[src/design/awc_pkg.sv]
package awc_pkg;

  // fixed field widths
  localparam int SYMBOL_W = 8;
  localparam int TOTAL_W  = 32;

  // operation codes of an input item
  localparam logic OP_PATTERN = 1'b0;
  localparam logic OP_TEXT    = 1'b1;

  typedef enum logic [2:0] {
    ST_IDLE,
    ST_PAT_WR,
    ST_OLD_RD,
    ST_LEAVE_WR,
    ST_ENTER_RD,
    ST_ENTER_WR,
    ST_DONE
  } state_t;

endpackage

[src/design/anagram_window_counter.sv]
// Sliding-window anagram counter. Stream a pattern as operation=0 items (first=1 on the
// first byte starts a new search and clears everything), then text as operation=1 items;
// every item gives exactly one result transfer carrying window_full, anagram_here, the
// saturating match_total and error. Per-symbol counts live in a single-port table of
// ALPHABET_SIZE entries with one valid flip-flop per entry, so a new search clears at once
// with no sweep. The block takes one item at a time and all work goes through that
// single count-table port: an error item goes straight to the result, a pattern item or a
// text item while the window fills takes one read-modify-write, and a text item on a full
// window takes a ring read, then a read-modify-write for the leaving symbol and another for
// the entering symbol. The finished result sits in an output register; the next item is
// taken once that register has a free slot.
module anagram_window_counter #(
  parameter int MAX_PATTERN   = 32,
  parameter int ALPHABET_SIZE = 256
) (
  input  logic                         clk,
  input  logic                         rst_n,
  input  logic                         in_valid,
  output logic                         in_ready,
  input  logic                         in_operation,
  input  logic [awc_pkg::SYMBOL_W-1:0] in_symbol,
  input  logic                         in_first,
  output logic                         out_valid,
  input  logic                         out_ready,
  output logic                         out_window_full,
  output logic                         out_anagram_here,
  output logic [awc_pkg::TOTAL_W-1:0]  out_match_total,
  output logic                         out_error
);
  import awc_pkg::*;

  localparam int SYM_W   = $clog2(ALPHABET_SIZE);
  localparam int LEN_W   = $clog2(MAX_PATTERN + 1);
  localparam int RING_AW = (MAX_PATTERN > 1) ? $clog2(MAX_PATTERN) : 1;
  localparam int BAL_W   = LEN_W + 1;       // balance spans -MAX_PATTERN..MAX_PATTERN
  localparam int ENT_W   = BAL_W + 1;       // {in_pattern, balance}
  localparam int SYM_VALS = 1 << SYMBOL_W;

  // symbol reduction table, constant
  logic [SYM_W-1:0] sym_mod [SYM_VALS];
  for (genvar g = 0; g < SYM_VALS; g++) begin : g_sym_mod
    assign sym_mod[g] = SYM_W'(g % ALPHABET_SIZE);
  end

  // control state
  state_t             state_r, state_nxt;
  logic [LEN_W-1:0]   plen_r, plen_nxt;
  logic [LEN_W-1:0]   fill_r, fill_nxt;
  logic [LEN_W-1:0]   um_r, um_nxt;
  logic [RING_AW-1:0] pos_r, pos_nxt;
  logic [TOTAL_W-1:0] match_r, match_nxt;
  logic               out_valid_r, out_valid_nxt;
  logic [ALPHABET_SIZE-1:0] vld_r;

  // payload
  logic [SYM_W-1:0]   sym_r, sym_nxt;
  logic               res_full_r, res_full_nxt;
  logic               res_hit_r, res_hit_nxt;
  logic               res_err_r, res_err_nxt;
  logic               out_full_r, out_full_nxt;
  logic               out_hit_r, out_hit_nxt;
  logic               out_err_r, out_err_nxt;
  logic [TOTAL_W-1:0] out_total_r, out_total_nxt;

  // count table and text ring
  logic [ENT_W-1:0]   bal_mem [ALPHABET_SIZE];
  logic [ENT_W-1:0]   bal_q;
  logic               vld_q;
  logic [SYM_W-1:0]   ring_mem [MAX_PATTERN];
  logic [SYM_W-1:0]   ring_q;

  logic               bal_re, bal_we;
  logic [SYM_W-1:0]   bal_ra, bal_wa;
  logic [ENT_W-1:0]   bal_wd;
  logic               ring_we;

  logic               in_acc;
  logic               new_search;
  logic               pat_err, txt_err, win_at_len;
  logic [SYM_W-1:0]   sym_in;
  logic [RING_AW-1:0] old_addr;
  logic [LEN_W:0]     old_wide;
  logic               ent_inpat;
  logic [BAL_W-1:0]   ent_bal, bal_inc, bal_dec;
  logic               out_free;

  assign in_ready   = (state_r == ST_IDLE);
  assign in_acc     = in_valid & in_ready;
  assign sym_in     = sym_mod[in_symbol];
  assign new_search = in_acc && (in_operation == OP_PATTERN) && in_first;
  // a first-flagged pattern byte sees cleared state, so it is never rejected
  assign pat_err    = !in_first && ((plen_r >= LEN_W'(MAX_PATTERN)) || (fill_r != '0));
  assign txt_err    = (plen_r == '0);
  assign win_at_len = (fill_r >= plen_r);
  assign out_free   = !out_valid_r || out_ready;

  // oldest ring slot: (pos - plen) mod MAX_PATTERN
  always_comb begin
    if ((LEN_W + 1)'(pos_r) >= (LEN_W + 1)'(plen_r)) begin
      old_wide = (LEN_W + 1)'(pos_r) - (LEN_W + 1)'(plen_r);
    end else begin
      old_wide = (LEN_W + 1)'(pos_r) + (LEN_W + 1)'(MAX_PATTERN) - (LEN_W + 1)'(plen_r);
    end
    old_addr = old_wide[RING_AW-1:0];
  end

  // table entry as read; an entry never written since the last clear reads as zero
  assign ent_inpat = vld_q & bal_q[ENT_W-1];
  assign ent_bal   = vld_q ? bal_q[BAL_W-1:0] : '0;
  assign bal_inc   = ent_bal + BAL_W'(1);
  assign bal_dec   = ent_bal - BAL_W'(1);

  // next state
  always_comb begin
    state_nxt = state_r;
    unique case (state_r)
      ST_IDLE: begin
        if (in_acc) begin
          if (in_operation == OP_PATTERN) begin
            state_nxt = pat_err ? ST_DONE : ST_PAT_WR;
          end else if (txt_err) begin
            state_nxt = ST_DONE;
          end else begin
            state_nxt = win_at_len ? ST_OLD_RD : ST_ENTER_WR;
          end
        end
      end
      ST_PAT_WR:   state_nxt = ST_DONE;
      ST_OLD_RD:   state_nxt = ST_LEAVE_WR;
      ST_LEAVE_WR: state_nxt = ST_ENTER_RD;
      ST_ENTER_RD: state_nxt = ST_ENTER_WR;
      ST_ENTER_WR: state_nxt = ST_DONE;
      ST_DONE: begin
        if (out_free) begin
          state_nxt = ST_IDLE;
        end
      end
      default: state_nxt = ST_IDLE;
    endcase
  end

  // count table port and ring write control
  always_comb begin
    bal_re  = 1'b0;
    bal_ra  = sym_in;
    bal_we  = 1'b0;
    bal_wa  = sym_r;
    bal_wd  = {1'b1, bal_inc};
    ring_we = 1'b0;
    unique case (state_r)
      ST_IDLE: begin
        // pattern byte, or text byte while the window is still filling
        bal_re = in_acc &&
                 (((in_operation == OP_PATTERN) && !pat_err) ||
                  ((in_operation == OP_TEXT) && !txt_err && !win_at_len));
      end
      ST_PAT_WR: begin
        bal_we = 1'b1;
      end
      ST_OLD_RD: begin
        // leaving symbol comes out of the ring
        bal_re = 1'b1;
        bal_ra = ring_q;
      end
      ST_LEAVE_WR: begin
        bal_we = ent_inpat;
        bal_wa = ring_q;
      end
      ST_ENTER_RD: begin
        bal_re = 1'b1;
        bal_ra = sym_r;
      end
      ST_ENTER_WR: begin
        bal_we  = ent_inpat;
        bal_wd  = {1'b1, bal_dec};
        ring_we = 1'b1;
      end
      ST_DONE: begin
      end
      default: begin
      end
    endcase
  end

  // counters and result
  always_comb begin
    plen_nxt      = plen_r;
    fill_nxt      = fill_r;
    um_nxt        = um_r;
    pos_nxt       = pos_r;
    match_nxt     = match_r;
    sym_nxt       = sym_r;
    res_full_nxt  = res_full_r;
    res_hit_nxt   = res_hit_r;
    res_err_nxt   = res_err_r;
    out_valid_nxt = out_valid_r;
    out_full_nxt  = out_full_r;
    out_hit_nxt   = out_hit_r;
    out_err_nxt   = out_err_r;
    out_total_nxt = out_total_r;

    if (out_valid_r && out_ready) begin
      out_valid_nxt = 1'b0;
    end

    case (state_r)
      ST_IDLE: begin
        if (in_acc) begin
          sym_nxt      = sym_in;
          res_full_nxt = 1'b0;
          res_hit_nxt  = 1'b0;
          if (new_search) begin
            plen_nxt  = '0;
            fill_nxt  = '0;
            um_nxt    = '0;
            pos_nxt   = '0;
            match_nxt = '0;
          end
          if (in_operation == OP_PATTERN) begin
            res_err_nxt = pat_err;
          end else begin
            res_err_nxt = txt_err;
            if (!txt_err && !win_at_len) begin
              fill_nxt = fill_r + LEN_W'(1);
            end
          end
        end
      end
      ST_PAT_WR: begin
        plen_nxt = plen_r + LEN_W'(1);
        if (ent_bal == '0) begin
          um_nxt = um_r + LEN_W'(1);
        end
      end
      ST_LEAVE_WR: begin
        if (ent_inpat && (bal_inc == BAL_W'(1))) begin
          um_nxt = um_r + LEN_W'(1);
        end
      end
      ST_ENTER_WR: begin
        if (ent_inpat && (bal_dec == '0) && (um_r != '0)) begin
          um_nxt = um_r - LEN_W'(1);
        end
        pos_nxt      = (pos_r == RING_AW'(MAX_PATTERN - 1)) ? '0 : pos_r + RING_AW'(1);
        res_full_nxt = (fill_r == plen_r);
        res_hit_nxt  = (fill_r == plen_r) && (um_nxt == '0);
        if (res_hit_nxt && (match_r != '1)) begin
          match_nxt = match_r + TOTAL_W'(1);
        end
      end
      ST_DONE: begin
        if (out_free) begin
          out_valid_nxt = 1'b1;
          out_full_nxt  = res_full_r;
          out_hit_nxt   = res_hit_r;
          out_err_nxt   = res_err_r;
          out_total_nxt = match_r;
        end
      end
      default: begin
      end
    endcase
  end

  // control registers
  always_ff @(posedge clk) begin
    if (!rst_n) begin
      state_r     <= ST_IDLE;
      plen_r      <= '0;
      fill_r      <= '0;
      um_r        <= '0;
      pos_r       <= '0;
      match_r     <= '0;
      out_valid_r <= 1'b0;
    end else begin
      state_r     <= state_nxt;
      plen_r      <= plen_nxt;
      fill_r      <= fill_nxt;
      um_r        <= um_nxt;
      pos_r       <= pos_nxt;
      match_r     <= match_nxt;
      out_valid_r <= out_valid_nxt;
    end
  end

  // per-entry valid bits, cleared at once on reset or a new search
  always_ff @(posedge clk) begin
    if (!rst_n || new_search) begin
      vld_r <= '0;
    end else if (bal_we) begin
      vld_r[bal_wa] <= 1'b1;
    end
  end

  // payload registers
  always_ff @(posedge clk) begin
    sym_r       <= sym_nxt;
    res_full_r  <= res_full_nxt;
    res_hit_r   <= res_hit_nxt;
    res_err_r   <= res_err_nxt;
    out_full_r  <= out_full_nxt;
    out_hit_r   <= out_hit_nxt;
    out_err_r   <= out_err_nxt;
    out_total_r <= out_total_nxt;
  end

  // count table: one port, registered read
  always_ff @(posedge clk) begin
    if (bal_we) begin
      bal_mem[bal_wa] <= bal_wd;
    end
    if (bal_re) begin
      bal_q <= bal_mem[bal_ra];
      vld_q <= new_search ? 1'b0 : vld_r[bal_ra];
    end
  end

  // text ring: oldest slot read while idle, new symbol written at the end of a text item
  always_ff @(posedge clk) begin
    if (ring_we) begin
      ring_mem[pos_r] <= sym_r;
    end
    if (state_r == ST_IDLE) begin
      ring_q <= ring_mem[old_addr];
    end
  end

  assign out_valid        = out_valid_r;
  assign out_window_full  = out_full_r;
  assign out_anagram_here = out_hit_r;
  assign out_match_total  = out_total_r;
  assign out_error        = out_err_r;

endmodule

[config.mk]
export PLATFORM = sky130hd
export DESIGN_NAME = anagram_window_counter
export DESIGN_NICKNAME = d
export VERILOG_FILES = /design/src/design/awc_pkg.sv /design/src/design/anagram_window_counter.sv
export SDC_FILE = /design/constraint.sdc
export NUM_CORES = 2
export LEC_CHECK = 0
export BUFFER_PORTS_ARGS = -buffer_cell sky130_fd_sc_hd__buf_2
export CAP_MARGIN = 15
export CELL_PAD_IN_SITES_DETAIL_PLACEMENT = 1
export CELL_PAD_IN_SITES_GLOBAL_PLACEMENT = 2
export CORE_MARGIN = 8
export CORE_UTILIZATION = 41
export DETAILED_ROUTE_END_ITERATION = 7
export MAX_ROUTING_LAYER = met4
export PLACE_DENSITY = 0.87
export SLEW_MARGIN = 20
export SYNTH_ARGS = -nofsm -noshare
export SYNTH_HDL_FRONTEND = slang
export SYNTH_SLANG_ARGS = --single-unit
[constraint.sdc]
create_clock -name clk -period 13.3 [get_ports clk]
set_clock_uncertainty 0.05 [all_clocks]
set_input_delay 0.665 -clock clk [delete_from_list [all_inputs] [get_ports clk]]
set_output_delay 0.665 -clock clk [all_outputs]
set_load 0.05 [all_outputs]
==> results.md <==
- Cells resized by post-CTS repair: 0
- Clk buf depth: 3
- Synth top area share: 0.648
- CTS tree: yes
- Max-cap viol count: 0
- Met3 WL: 26,400 um
- Final Net Count: 7,314
- CP Class: flop to flop
- Mapped cell area: 97,800 um2
- Synth top area cells: edfxtp_1 65%, dfxtp_1 6.5%, nand2_1 4.7%
- Final setup violation count: 0
- Routed wire length: 312,000 um
- Crit Path Max Fanout: 127
- Clock latency on the worst-skew pair: 890 ps
- Pleak: 35.9 nW
- Share of synthesized flip-flops with an asynchronous set or reset: 0
- Routed Antenna Nets: 0
- Number of flops mapped to enable cells by yosys: 2,110
- Synth cell count leaders: 2,110 x edfxtp_1, 1,226 x nand2_1, 775 x nor2_1, 315 x dfxtp_1, 300 x mux2i_1
- # IOs: 51
- Status: finished clean
- Area growth from synthesis to layout: 11.3%
- CP required: 13,960 ps
- Power per cell area: 200 nW/um2
- Hold Crit Class: primary input to flop
- Vert. Die Dim: 504 um
- Drt via density: 6.07
- CTS clock-pin slew for the worst setup and hold paths: 60 ps
- CTS Root Cell: clkbuf_16
- H-tree levels: 4
- Largest net degree at the start of global routing: 201
- Remaining DRCs: 0
- Synthesized area per cell: 13.3 um2
- Routed WL per cell: 29.3 um
- Cell with the most instances after synthesis: edfxtp_1
- Total Neg Setup Slack: 0 ps
- Vias: 64,668
- Port bufs: 50
- Global-route usage over all layers: 0.243
- Startpoint Class: flop
- Share of cells above drive strength 1: 0.0956
- FF+latch count, synth: 2,425
- Wire length on met1: 124,000 um
- Vias in the first global route: 66,150
- Worst VDD drop: 0.000225 V
- DRT Pass-1 Iters: 7
- Die area: 254,000 um2
- Iter 0 DRT Violations: 7,600
- Starting Density: 0.412
- CP Data Arrival Time: 7320 ps
- Final Hold Viols: 0
- Rel. slew slack: 0.166
- Synthesis warning total: 0
- Synth Instances: 7,331
- Initial antenna violation count: 18
- GR Overflow Total: 0
- Row count: 179
- Post-synth top flop: edfxtp_1
- Core area: 237,000 um2
- Final core utilization: 0.458
- First-pass GRT wire length: 455,000 um
- Post-DP HPWL: 190,000 um
- Cell taking the most area after synthesis: edfxtp_1
- RD Place Congestion: 0.906
- Worst-Margin Slew: 1240 ps
- Worst setup startpoint: state_r[0]$_SDFFE_PN0P_
- Tmin final: 6660 ps
- Hold wc startpoint: in_symbol[1]
- Fmax: 0.150 GHz
- Clk sink count: 2,425
- Slew Limit Fails: 0
- CTS buffer count: 231
- Die Width: 504 um
- DR WL met2: 148,000 um
- Reg-to-Reg Start: state_r[0]$_SDFFE_PN0P_
- Final period utilization: 0.501
- Seq/Total Area, Yosys: 0.713
- RSZ-0062 raised after global routing: false
- Syn Nets: 7,370
- Number of library cell types mapped by synthesis: 93
- Setup bufs post-CTS: 0
- CP endpoint kind: flop
- Highest Signal Layer: met4
report_power, final:
group | switching [mW] | internal, mW
clock network | 2.89 | 3.76
registers | 0.0926 | 9.51
logic | 4.26 | 1.21
total | 7.24 | 14.5
registers in the layout, summed over array words and instances (netlist names), 3 cells and up:
name and cells:
vld_r 256, state_r 3, bal_mem 1792, bal_q 7
ring_q 8, um_r 6, fill_r 6, pos_r 5
plen_r 6, match_r 32, ring_mem 256, out_match_total 32
sym_r 8
area by class of cell:
| class | instances | area (um2) |
|---|---|---|
| antenna | 8 | 20.0 |
| sequential | 2425 | 69700 |
| fill | 23928 | 129000 |
| inverter | 27 | 101 |
| clock inverter | 129 | 1250 |
| tap | 3167 | 3960 |
| timing repair buffer | 188 | 1480 |
| clock buffer | 307 | 6320 |
| multi-input combinational | 4402 | 26000 |
kinds of logic (layout without fill, tap and decap cells):
kind of cell	Yosys count	in the layout	synth area share
muxes	388	388	0.0501
xor gates and xnor gates	13	13	0.00116
adders and majority gates	26	26	0.00338
other	0	8	0
AOI/OAI and AO/OA	1170	1170	0.0825
and+or+nand+nor	2805	2805	0.126
DFF	2425	2425	0.713
buffers and inverters	504	651	0.0242
worst paths after layout:
path / end / slack [ps] / cells past startpoint
worst max register to register: vld_q$_SDFFCE_PP0P_ / 6640 / 13
worst min register to register: out_anagram_here$_DFFE_PP_ / 370 / 0
worst min-delay path: sym_r[1]$_DFFE_PP_ / 70 / 1
worst max-delay path: vld_q$_SDFFCE_PP0P_ / 6640 / 13
layout by cell type, fill, tap and decap left out, drive strengths merged, types with 33 or more instances in the layout:
cell    Yosys  routed
edfxtp   2110    2110
nand2    1227    1227
nor2      778     778
dfxtp     315     315
clkbuf    212     307
mux2i     300     300
nand3     297     297
a21oi     258     258
a211oi    218     218
and3      189     189
buf       265     180
a31oi     115     115
o21ai      93      93
clkinv      0      90
o22ai      88      88
nor4       81      81
mux4       80      80
o21a       75      75
a32oi      53      53
nor3       44      44
nand4      41      41
or3        36      36
inv        27      33
metal layers:
metal  up-vias  GRT usage
met4         0      0.102
met3       701     0.0405
li1      27418          -
met5         -          -
met1     33389      0.315
met2      3160      0.381
critical path, cell delays in order, from the launching register on:
cell and delay, ps:
dfxtp_1 530, buf_4 340, nor3b_1 150, o21a_1 480
nor2_4 570, buf_12 580, buf_4 950, buf_4 760
nand2_1 120, a311oi_1 310, a31oi_1 100, a2111oi_0 850
o32ai_1 250, nor4_1 310
timing repair:
item | 4_1_cts | 5_1_grt
setup endpoints to repair | 0 | 0
hold buffers | 7 | 0
hold endpoints to repair | 7 | 0
through the flow:
step / power, mW / hold slack (ps) / instance area (um2) / cells / worst slack, ps
2_1_floorplan: 13.3 / 350 / 97800 / 7331 / 115
3_3_place_gp: 14.9 / 353 / 101000 / 10196 / 6350
3_5_place_dp: 15.1 / 356 / 101000 / 10199 / 6670
4_1_cts: 21.7 / 9.79 / 109000 / 10642 / 6630
5_1_grt: 22.2 / 38.0 / 109000 / 10651 / 6410
6_report: 21.7 / 72.2 / 109000 / 10653 / 6640
Note: power is estimated with default switching activity, not from simulation.
